**config.mk**
```make
export PLATFORM = sky130hd
export DESIGN_NAME = gated_moving_average_core
export DESIGN_NICKNAME = d
export VERILOG_FILES = /design/src/gma_pkg.sv /design/src/gma_ctrl.sv /design/src/gma_datapath.sv /design/src/gated_moving_average_core.sv
export SDC_FILE = /design/constraint.sdc
export NUM_CORES = 1
export LEC_CHECK = 0
export ABC_AREA = 1
export ABC_CLOCK_PERIOD_IN_PS = 4440
export CORE_MARGIN = 2
export CORE_UTILIZATION = 55
export DETAILED_ROUTE_END_ITERATION = 6
export DONT_BUFFER_PORTS = 1
export PLACE_DENSITY = 0.8
export SKIP_CTS_REPAIR_TIMING = 1
export SYNTH_ARGS = -nofsm -noshare
export SYNTH_HDL_FRONTEND = slang
export SYNTH_SLANG_ARGS = --single-unit
export TNS_END_PERCENT = 30
```
**constraint.sdc**
```tcl
create_clock -name clk -period 4.44 [get_ports clk]
set_clock_uncertainty 0.1 [all_clocks]
set_input_delay 0.444 -clock clk [delete_from_list [all_inputs] [get_ports clk]]
set_output_delay 0.444 -clock clk [all_outputs]
set_load 0.01 [all_outputs]
```
**src/gma_pkg.sv**
```systemverilog
// ----------------------------------------------------------------------------
// gma_pkg
// shared constants, widths and handshake structs of the gated moving average
// ----------------------------------------------------------------------------
package gma_pkg;

  // window geometry
  localparam int WINDOW_DEPTH = 10;
  localparam int IDX_W  = (WINDOW_DEPTH > 1) ? $clog2(WINDOW_DEPTH) : 1;
  localparam int CNT_W  = $clog2(WINDOW_DEPTH + 1);

  // sample and accumulator widths
  localparam int DATA_W = 16;
  localparam int SUM_W  = DATA_W + CNT_W;
  localparam int STEP_W = $clog2(SUM_W + 1);

  // configuration port
  localparam int ADDR_W  = 3;
  localparam int PDATA_W = 32;
  localparam logic [ADDR_W-1:0] REG_UPPER_ADDR = 3'd0;
  localparam logic [ADDR_W-1:0] REG_LOWER_ADDR = 3'd4;
  localparam logic signed [DATA_W-1:0] UPPER_RESET = 16'sd10000;
  localparam logic signed [DATA_W-1:0] LOWER_RESET = -16'sd4000;

  // controller to datapath commands
  typedef struct packed {
    logic accept;    // capture sample, decide reject
    logic update;    // update ring, sum, pointers
    logic div_load;  // load divider from sum and fill count
    logic div_step;  // one quotient bit
    logic out_load;  // load result register
  } cmd_t;

  // datapath to controller status
  typedef struct packed {
    logic bypass;    // rejected with empty ring, result is the sample
    logic div_done;  // all quotient bits produced
    logic out_free;  // result register can take a new item
  } sts_t;

endpackage

```
**src/gma_ctrl.sv**
```systemverilog
// ----------------------------------------------------------------------------
// gma_ctrl
// sequencing state machine: accept, update, divide, deliver
// ----------------------------------------------------------------------------
module gma_ctrl (
  input  logic          clk,
  input  logic          rst_n,
  input  logic          in_valid,
  output logic          in_stall,
  input  gma_pkg::sts_t sts,
  output gma_pkg::cmd_t cmd
);

  localparam logic [2:0] S_IDLE   = 3'd0;
  localparam logic [2:0] S_UPDATE = 3'd1;
  localparam logic [2:0] S_LOAD   = 3'd2;
  localparam logic [2:0] S_DIV    = 3'd3;
  localparam logic [2:0] S_DONE   = 3'd4;

  logic [2:0] state_r, state_nxt;

  always_ff @(posedge clk) begin
    if (!rst_n) begin
      state_r <= S_IDLE;
    end else begin
      state_r <= state_nxt;
    end
  end

  assign in_stall = (state_r != S_IDLE);

  always_comb begin
    state_nxt = state_r;
    cmd       = '0;
    case (state_r)
      S_IDLE: begin
        if (in_valid) begin
          cmd.accept = 1'b1;
          state_nxt  = S_UPDATE;
        end
      end
      S_UPDATE: begin
        cmd.update = 1'b1;
        // rejected with nothing stored: no mean to compute
        state_nxt  = sts.bypass ? S_DONE : S_LOAD;
      end
      S_LOAD: begin
        cmd.div_load = 1'b1;
        state_nxt    = S_DIV;
      end
      S_DIV: begin
        if (sts.div_done) begin
          state_nxt = S_DONE;
        end else begin
          cmd.div_step = 1'b1;
        end
      end
      S_DONE: begin
        if (sts.out_free) begin
          cmd.out_load = 1'b1;
          state_nxt    = S_IDLE;
        end
      end
      default: begin
        state_nxt = S_IDLE;
      end
    endcase
  end

endmodule

```
**src/gma_datapath.sv**
```systemverilog
// ----------------------------------------------------------------------------
// gma_datapath
// range gate, sample ring, running sum, serial divider and result register
// ----------------------------------------------------------------------------
module gma_datapath (
  input  logic                                  clk,
  input  logic                                  rst_n,
  input  gma_pkg::cmd_t                         cmd,
  output gma_pkg::sts_t                         sts,
  input  logic signed [gma_pkg::DATA_W-1:0]     upper_limit,
  input  logic signed [gma_pkg::DATA_W-1:0]     lower_limit,
  input  logic signed [gma_pkg::DATA_W-1:0]     in_sample_value,
  output logic                                  out_valid,
  input  logic                                  out_stall,
  output logic signed [gma_pkg::DATA_W-1:0]     out_filtered_value,
  output logic                                  out_sample_rejected
);

  localparam int DW = gma_pkg::DATA_W;
  localparam int SW = gma_pkg::SUM_W;
  localparam int CW = gma_pkg::CNT_W;
  localparam int IW = gma_pkg::IDX_W;

  // ring storage, no reset: a slot is read only after it was written
  logic signed [DW-1:0] ring_mem [gma_pkg::WINDOW_DEPTH];
  logic signed [DW-1:0] rd_data_r;

  logic signed [DW-1:0] sample_r;
  logic                 rej_r;
  logic [IW-1:0]        wp_r, wp_nxt;
  logic [CW-1:0]        fill_r, fill_nxt;
  logic signed [SW-1:0] sum_r, sum_nxt;
  logic                 full;
  logic                 wr_en;

  // divider
  logic [SW-1:0]        quo_r, quo_nxt;
  logic [CW-1:0]        rem_r, rem_nxt;
  logic [CW-1:0]        div_r;
  logic                 neg_r;
  logic [gma_pkg::STEP_W-1:0] step_r;
  logic [CW:0]          trial;
  logic [CW:0]          diff;
  logic                 ge;
  logic [SW-1:0]        quo_signed;

  logic                 out_valid_r;
  logic signed [DW-1:0] out_value_r;
  logic                 out_rej_r;

  assign full  = (fill_r == CW'(gma_pkg::WINDOW_DEPTH));
  assign wr_en = cmd.update && !rej_r;

  always_ff @(posedge clk) begin
    if (wr_en) begin
      ring_mem[wp_r] <= sample_r;
    end
    rd_data_r <= ring_mem[wp_r];
  end

  // sample capture and gate
  always_ff @(posedge clk) begin
    if (cmd.accept) begin
      sample_r <= in_sample_value;
      rej_r    <= (in_sample_value > upper_limit) || (in_sample_value < lower_limit);
    end
  end

  always_comb begin
    sum_nxt = sum_r + {{(SW-DW){sample_r[DW-1]}}, sample_r};
    if (full) begin
      sum_nxt = sum_nxt - {{(SW-DW){rd_data_r[DW-1]}}, rd_data_r};
    end
    wp_nxt   = (wp_r == IW'(gma_pkg::WINDOW_DEPTH - 1)) ? '0 : wp_r + 1'b1;
    fill_nxt = full ? fill_r : fill_r + 1'b1;
  end

  always_ff @(posedge clk) begin
    if (!rst_n) begin
      wp_r   <= '0;
      fill_r <= '0;
      sum_r  <= '0;
    end else if (wr_en) begin
      wp_r   <= wp_nxt;
      fill_r <= fill_nxt;
      sum_r  <= sum_nxt;
    end
  end

  // restoring divide of |sum| by the fill count, one bit a cycle
  assign trial   = {rem_r, quo_r[SW-1]};
  assign diff    = trial - {1'b0, div_r};
  assign ge      = (trial >= {1'b0, div_r});
  assign rem_nxt = ge ? diff[CW-1:0] : trial[CW-1:0];
  assign quo_nxt = {quo_r[SW-2:0], ge};

  always_ff @(posedge clk) begin
    if (cmd.div_load) begin
      quo_r  <= sum_r[SW-1] ? SW'(-sum_r) : SW'(sum_r);
      neg_r  <= sum_r[SW-1];
      rem_r  <= '0;
      div_r  <= fill_r;
      step_r <= '0;
    end else if (cmd.div_step) begin
      quo_r  <= quo_nxt;
      rem_r  <= rem_nxt;
      step_r <= step_r + 1'b1;
    end
  end

  assign quo_signed = neg_r ? (~quo_r + 1'b1) : quo_r;

  // result register
  always_ff @(posedge clk) begin
    if (!rst_n) begin
      out_valid_r <= 1'b0;
    end else if (cmd.out_load) begin
      out_valid_r <= 1'b1;
    end else if (!out_stall) begin
      out_valid_r <= 1'b0;
    end
  end

  always_ff @(posedge clk) begin
    if (cmd.out_load) begin
      out_value_r <= sts.bypass ? sample_r : quo_signed[DW-1:0];
      out_rej_r   <= rej_r;
    end
  end

  assign sts.bypass   = rej_r && (fill_r == '0);
  assign sts.div_done = (step_r == gma_pkg::STEP_W'(SW));
  assign sts.out_free = !out_valid_r || !out_stall;

  assign out_valid           = out_valid_r;
  assign out_filtered_value  = out_value_r;
  assign out_sample_rejected = out_rej_r;

endmodule

```
**src/gated_moving_average_core.sv**
```systemverilog
// ----------------------------------------------------------------------------
// gated_moving_average_core
// range-gated moving average over a ring of recent sensor samples
// ----------------------------------------------------------------------------
// Each item is a signed 16 bit sample in hundredths of a unit. A sample between
// lower_limit and upper_limit (inclusive) is stored in a 10 slot ring and the
// result is the truncated-toward-zero mean of the stored samples; a sample
// outside the limits is flagged rejected, leaves all state alone, and returns
// the current mean, or the sample itself when nothing is stored yet. Items are
// handled one at a time: the result comes from a serial divider that produces
// one quotient bit a cycle over the 20 bit sum, and the next item is accepted
// only after that result is loaded into the output register, which waits while
// an earlier result there is still stalled. A rejected sample with an empty
// ring skips the divider and goes from the update state to the result.
// A finished result waits in the output register while the next item is
// already accepted. No clearing pass after reset.
// ----------------------------------------------------------------------------
module gated_moving_average_core (
  input  logic                                  clk,
  input  logic                                  rst_n,
  // sample input
  input  logic                                  in_valid,
  output logic                                  in_stall,
  input  logic signed [gma_pkg::DATA_W-1:0]     in_sample_value,
  // result output
  output logic                                  out_valid,
  input  logic                                  out_stall,
  output logic signed [gma_pkg::DATA_W-1:0]     out_filtered_value,
  output logic                                  out_sample_rejected,
  // register port
  input  logic                                  psel,
  input  logic                                  penable,
  input  logic                                  pwrite,
  input  logic [gma_pkg::ADDR_W-1:0]            paddr,
  input  logic [gma_pkg::PDATA_W-1:0]           pwdata,
  output logic [gma_pkg::PDATA_W-1:0]           prdata,
  output logic                                  pready
);

  localparam int DW = gma_pkg::DATA_W;

  gma_pkg::cmd_t cmd;
  gma_pkg::sts_t sts;

  logic signed [DW-1:0] upper_limit_r;
  logic signed [DW-1:0] lower_limit_r;
  logic                 reg_wr;
  logic                 sel_lower;

  // register decode: word address bit picks upper or lower limit
  assign pready    = 1'b1;
  assign reg_wr    = psel && penable && pwrite && pready;
  assign sel_lower = (paddr[2] == gma_pkg::REG_LOWER_ADDR[2]);

  always_ff @(posedge clk) begin
    if (!rst_n) begin
      upper_limit_r <= gma_pkg::UPPER_RESET;
      lower_limit_r <= gma_pkg::LOWER_RESET;
    end else if (reg_wr) begin
      if (sel_lower) begin
        lower_limit_r <= pwdata[DW-1:0];
      end else begin
        upper_limit_r <= pwdata[DW-1:0];
      end
    end
  end

  // read back sign extended
  always_comb begin
    if (sel_lower) begin
      prdata = {{(gma_pkg::PDATA_W-DW){lower_limit_r[DW-1]}}, lower_limit_r};
    end else begin
      prdata = {{(gma_pkg::PDATA_W-DW){upper_limit_r[DW-1]}}, upper_limit_r};
    end
  end

  // sequencing
  gma_ctrl u_ctrl (
    .clk      (clk),
    .rst_n    (rst_n),
    .in_valid (in_valid),
    .in_stall (in_stall),
    .sts      (sts),
    .cmd      (cmd)
  );

  // gate, ring, sum, divider, result register
  gma_datapath u_dp (
    .clk                 (clk),
    .rst_n               (rst_n),
    .cmd                 (cmd),
    .sts                 (sts),
    .upper_limit         (upper_limit_r),
    .lower_limit         (lower_limit_r),
    .in_sample_value     (in_sample_value),
    .out_valid           (out_valid),
    .out_stall           (out_stall),
    .out_filtered_value  (out_filtered_value),
    .out_sample_rejected (out_sample_rejected)
  );

endmodule

```
After elaboration in Yosys (flattened, before gate mapping)
Memories as Yosys holds them, arrays and structs flattened. A register that Yosys moved wholly into a read port is not among the register bits.
Index checks and enable logic that the tools add are counted.
{"block": "totals", "ff_bits": 132, "mem_bits_rw": 160, "wordCells": 85, "n_memories": 1}
{"block": "op_classes", "addsub": 8, "magnitude_cmp": 3, "n_eq_ne": 11, "mux": 26, "bitwise_logic": 3, "reduce_logical": 17}
{"name": "u_dp.ring_mem", "depth": 10, "word_bits": 16, "read_ports": 1, "rd_ports_with_merged_regs": 1, "write_ports": 1, "line_no": "gma_datapath.sv:25", "source": "logic signed [DW-1:0] ring_mem [gma_pkg::WINDOW_DEPTH];"}
{"op": "$mux 20", "count": 4}
{"op": "$mux 16", "count": 2}
{"op": "$mux 32", "count": 1}
{"op": "$add 20x20->20", "count": 1}
{"op": "$neg 20->20", "count": 1}
{"op": "$sub 20x20->20", "count": 1}
{"op": "$add 16x1->16 const B", "count": 1}
{"op": "$gt 16x16->1", "count": 1}
{"op": "$lt 16x16->1", "count": 1}
{"op": "$not 16->16", "count": 1}
{"op": "$pmux 3 s5", "count": 1}
{"op": "$mux 1", "count": 12}
{"op": "$mux 3", "count": 4}
{"op": "$add 4x1->4 const B", "count": 2}
{"op": "$eq 4x4->1 const B", "count": 2}
{"op": "$mux 4", "count": 2}
{"op": "$eq 3x2->1 const B", "count": 2}
{"op": "$ne 2x2->1 const B", "count": 3}
{"op": "$reduce_and 2->1", "count": 3}
{"op": "$add 5x1->5 const B", "count": 1}
{"op": "$eq 5x5->1 const B", "count": 1}
{"op": "$ge 5x4->1", "count": 1}
{"op": "$logic_and 1x1->1", "count": 4}
{"op": "$logic_not 4->1", "count": 1}
{"op": "11 further kinds", "count": 15}

Longest topological paths before layout
{"block": "logic_depth", "ltp_word": 5, "depth_mapped": 24, "mapped_depth_nobuf": 24}

By module
Synthesis repeated with hierarchy kept, for this count alone.
{"block": "hier_totals", "hier_cells": 1773, "area_unflattened_um2": 16064.2}
{"module": "gma_datapath", "instances": 1, "cells_per_inst": 1489, "area_per_inst_um2": 14219.9}
{"module": "gated_moving_average_core", "instances": 1, "cells_per_inst": 252, "area_per_inst_um2": 1645.3}
{"module": "gma_ctrl", "instances": 1, "cells_per_inst": 32, "area_per_inst_um2": 198.9}

Worst setup path after synthesis
OpenSTA, ideal clock, no wires.
{"block": "synth_path", "kind": "register to register", "startpoint": "register u_dp.sample_r[0]", "endpoint": "register u_dp.sum_r[19]", "setup_time_ns": 0.109, "t_arrival_ns": 2.972, "path_slack_ns": 1.259, "stages_incl_launch_ff": 23, "n_path_buf": 0, "period_less_slack_ns": 3.181, "cell_sequence": "edfxtp_1 -> ha_1 -> fa_1 -> nand3_1 -> nand2_1 -> nand2_1 -> nand2_1 -> a21oi_1 -> nand2_1 -> and2_1 -> ha_1 -> nand2_1 -> nand2_1 -> nand2_1 -> nand2_1 -> a21oi_1 -> nand3_1 -> nand2_1 -> nand3_1 -> nand2_1 -> nand3_1 -> nand2_1 -> inv_1"}
{"block": "synth_between", "elab_chain_cells": 3}
{"item": "from (decl)", "line_no": "gma_datapath.sv:28", "source": "logic signed [DW-1:0] sample_r;"}
{"item": "from (signal assigned)", "line_no": "gma_datapath.sv:64", "source": "sample_r <= in_sample_value;"}
{"item": "$add 20x20->20 (*)", "line_no": "gma_datapath.sv:70", "source": "sum_nxt = sum_r + {{(SW-DW){sample_r[DW-1]}}, sample_r};"}
{"item": "$sub 20x20->20", "line_no": "gma_datapath.sv:72", "source": "sum_nxt = sum_nxt - {{(SW-DW){rd_data_r[DW-1]}}, rd_data_r};"}
{"item": "$mux 20 (*)", "line_no": "gma_datapath.sv:71", "source": "if (full) begin"}
{"item": "to (signal assigned)", "line_no": "gma_datapath.sv:86", "source": "sum_r <= sum_nxt;"}
{"item": "to (decl)", "line_no": "gma_datapath.sv:32", "source": "logic signed [SW-1:0] sum_r, sum_nxt;"}
Every way passes the cells marked *; elsewhere a longest branch is shown, timed or not.
A chain may end at the register's enable or synchronous reset.

Final worst setup path
{"block": "layout_path", "startpoint": "register u_dp.sample_r[14]", "endpoint": "register u_dp.sum_r[19]"}
Same word-level chain as after synthesis.

==> impl_metrics.tcl <==
set metrics [dict create \
    syn-mean-instance-area_um2 9.577 \
    fmax_ghz 0.2721 \
    io_buffer_count 0 \
    gp_congestion 0.9443 \
    path_class "reg2reg" \
    seq_area_frac_synth 0.5283 \
    syn2layout_area_growth_pct 10.72 \
    outcome "complete, but fails checks" \
    clockBufferDepth 3 \
    grt_overflow 0 \
    grt_pass1_vias 11850 \
    dr.first_iter.drc_count 1341 \
    start_util 0.5542 \
    place_hpwl_um 26940 \
    total_power_mw 8.316 \
    num_vias 12170 \
    cts_root_buffer "clkbuf_16" \
    worst_pin_slew_ns 1.183 \
    yosysWarnings 0 \
    final_nets 1819 \
    drc 0 \
    worstHoldPathType "in2reg" \
    rsz0062_at_grt "false" \
    clkSinkCount 308 \
    io_pins 110 \
    cp_data_arrival_time_ns 4.00 \
    end_kind "flop" \
    core-area_um2 28550 \
    max_cap_violations 0 \
    ant_nets 0 \
    routedWlPerCell_um 19.17 \
    final_hold_viol_count 3 \
    clkLatencyLatePin_ns 0.52 \
    synth_cells 1652 \
    synthFlopType "edfxtp_1" \
    synth_edf_count 219 \
    hold_ws_ns -0.03014 \
    cp.required_ns 4.77 \
    synthArstFlopShare 0 \
    cts_buffers 34 \
    track_usage 0.2580 \
    drive_gt1_frac 0.08925 \
    syn-cell-area_um2 15820 \
    die_y_um 173.6 \
    worstPathMaxFanout 12 \
    die_x_um 173.6 \
    finalMaxSlewViolations 0 \
    via_per_inst 5.827 \
    path_clk_slew_ns 0.07 \
    ir_drop_mv 0.3761 \
    synth_nets 1793 \
    antenna_found_initial 1 \
    grt_max_degree 46 \
    violations "hold timing" \
    cts_tree "done" \
    setup_viol 0 \
    post-route-period-util 0.8278 \
    fillers 2285 \
    synth.distinct_cells 55 \
    grt_pass1_wl_um 61130 \
    rows 62 \
    slew_headroom 0.2083 \
    tns_ns 0 \
    p_leak_nw 7.185 \
    die-area_um2 30140 \
    routed_wl_um 40030 \
    power_density_nw_per_um2 474.7 \
    period_needed_ns 3.676 \
    drt-pass1-iter-count 5 \
    htree_levels 2 \
    ys_ff_latch 308 \
    critPathLaunchType "flop" \
]
## worst max-delay path, cell delays in order (launching register included)
cell and delay, ns:
edfxtp_1 0.71, ha_1 0.40, a21oi_1 0.30, nor2_1 0.07
a211oi_1 0.34, nand2_1 0.10, nand2_1 0.08, nand2_2 0.07
ha_1 0.34, nand2_1 0.09, inv_1 0.06, nand2_1 0.11
inv_1 0.05, a21oi_1 0.25, nand3_1 0.14, nand2_1 0.08
nand3_1 0.06, nand2_1 0.06, nand3_1 0.07, nand2_1 0.07
inv_1 0.04
## sequential cells by signal (all words and copies together), names as in the netlist
name and cells:
u_dp.ring_mem 160, u_dp.div_r 4, u_dp.rej_r 1, u_dp.rem_r 4, u_dp.out_sample_rejected 1, lower_limit_r 16, u_dp.out_filtered_value 16, u_dp.rd_data_r 16
u_dp.wp_r 4, u_dp.fill_r 4, u_dp.sample_r 16, u_ctrl.state_r 3, u_dp.out_valid 1, u_dp.quo_r 20, u_dp.sum_r 20, u_dp.neg_r 1
u_dp.step_r 5, upper_limit_r 16
## logic make-up (layout without fill, tap and decap cells)
logic type | Yosys count | after routing | synth area share
adders and majority gates | 83 | 83 | 0.06706
DFF | 308 | 308 | 0.5283
buffers and inverters | 254 | 305 | 0.06991
xor gates and xnor gates | 42 | 42 | 0.02467
and+or+nand+nor | 599 | 599 | 0.1734
AOI/OAI and AO/OA | 365 | 365 | 0.1365
other | 1 | 2 | 0.0002370
## final cells by class
type	count	area, um^2	share of cell area
well taps	384	480.5	0.02743
diodes	1	2.502	0.0001428
multi-input cells	1090	6369	0.3635
clock buffers	44	908.4	0.05185
clock inverters	17	177.7	0.01014
inverters	185	696.9	0.03978
repair buffers	59	525.5	0.03000
flip-flops and latches	308	8358	0.4771
## cells in the final DEF (no fill, tap or decap), drive strengths merged, types with 31 or more instances in the layout
| cell type | n |
|---|---|
| a21oi | 137 |
| a22oi | 65 |
| buf | 31 |
| clkbuf | 44 |
| dfxtp | 89 |
| edfxtp | 219 |
| ha | 80 |
| inv | 183 |
| nand2 | 288 |
| nand3 | 71 |
| nor2 | 152 |
| nor3 | 32 |
| o21ai | 125 |
## power by group
part	internal [mW]	total [mW]	switching [mW]
clock network	1.58	2.75	1.17
registers	3.33	3.50	0.163
logic	0.698	2.07	1.37
## stage by stage
| step | cells | setup slack (ns) | util | hold WS [ns] | area [um^2] |
|---|---|---|---|---|---|
| 6_report | 2088 | 0.7645 | 0.6136 | -0.03014 | 17520 |
| 5_1_grt | 2087 | 0.4842 | 0.6136 | -0.01139 | 17520 |
| 4_1_cts | 2058 | 0.8392 | 0.6030 | -0.09997 | 17220 |
| 3_5_place_dp | 1997 | 0.8617 | 0.5650 | 0.3673 | 16130 |
| 3_3_place_gp | 1997 | 0.8771 | 0.5650 | 0.3575 | 16130 |
| 2_1_floorplan | 1652 | 1.259 | - | 0.3396 | 15820 |
## layer usage
layer,vias to the layer above,GRT usage,routed length [um]
li1,5746,-,-
met1,5763,0.3198,15320
met2,567,0.4447,19420
met3,91,0.05526,4088
met4,0,0.09734,1202
met5,-,0,0
## path summary, 6_finish.rpt
kind                                         from        endpoint  slack, ns  cells after the start
worst min-delay path                        rst_n   u_dp.sum_r[7]      -0.03                      2
worst min register to register     u_dp.step_r[2]  u_dp.step_r[2]       0.38                      2
worst max-delay path            u_dp.sample_r[14]  u_dp.sum_r[19]       0.76                     20
worst max register to register  u_dp.sample_r[14]  u_dp.sum_r[19]       0.76                     20
## synth_stat cells, types with 5 or more instances
cell type  count  area (um^2)
a211oi_1       5        37.54
a21o_1         7        52.55
a21oi_1      132        660.6
a21oi_2        5        43.79
a22oi_1       55        412.9
a22oi_2       10        125.1
a31oi_1        5        31.28
buf_2         13        65.06
buf_4         21        157.7
buf_6          6        67.56
clkbuf_1      28        105.1
dfxtp_1       89         1782
edfxtp_1     219         6576
ha_1          80         1001
inv_1        173        649.4
inv_2          8        30.03
nand2_1      272         1021
nand2_2       11        68.82
nand2_4        5        56.30
nand3_1       66        330.3
nand3_2        5        50.05
nand3b_1       8        60.06
nand4_1       20        125.1
nor2_1       141        529.3
nor2_2         5        31.28
nor3_1        28        140.1
o211ai_1       8        60.06
o21ai_0      105        525.5
o21ai_1       17        85.08
o21bai_1       5        37.54
or3_1         16        100.1
xnor2_1       14        122.6
xor2_1        25        219.0
No activity file was read; power rests on OpenSTA's default activity.
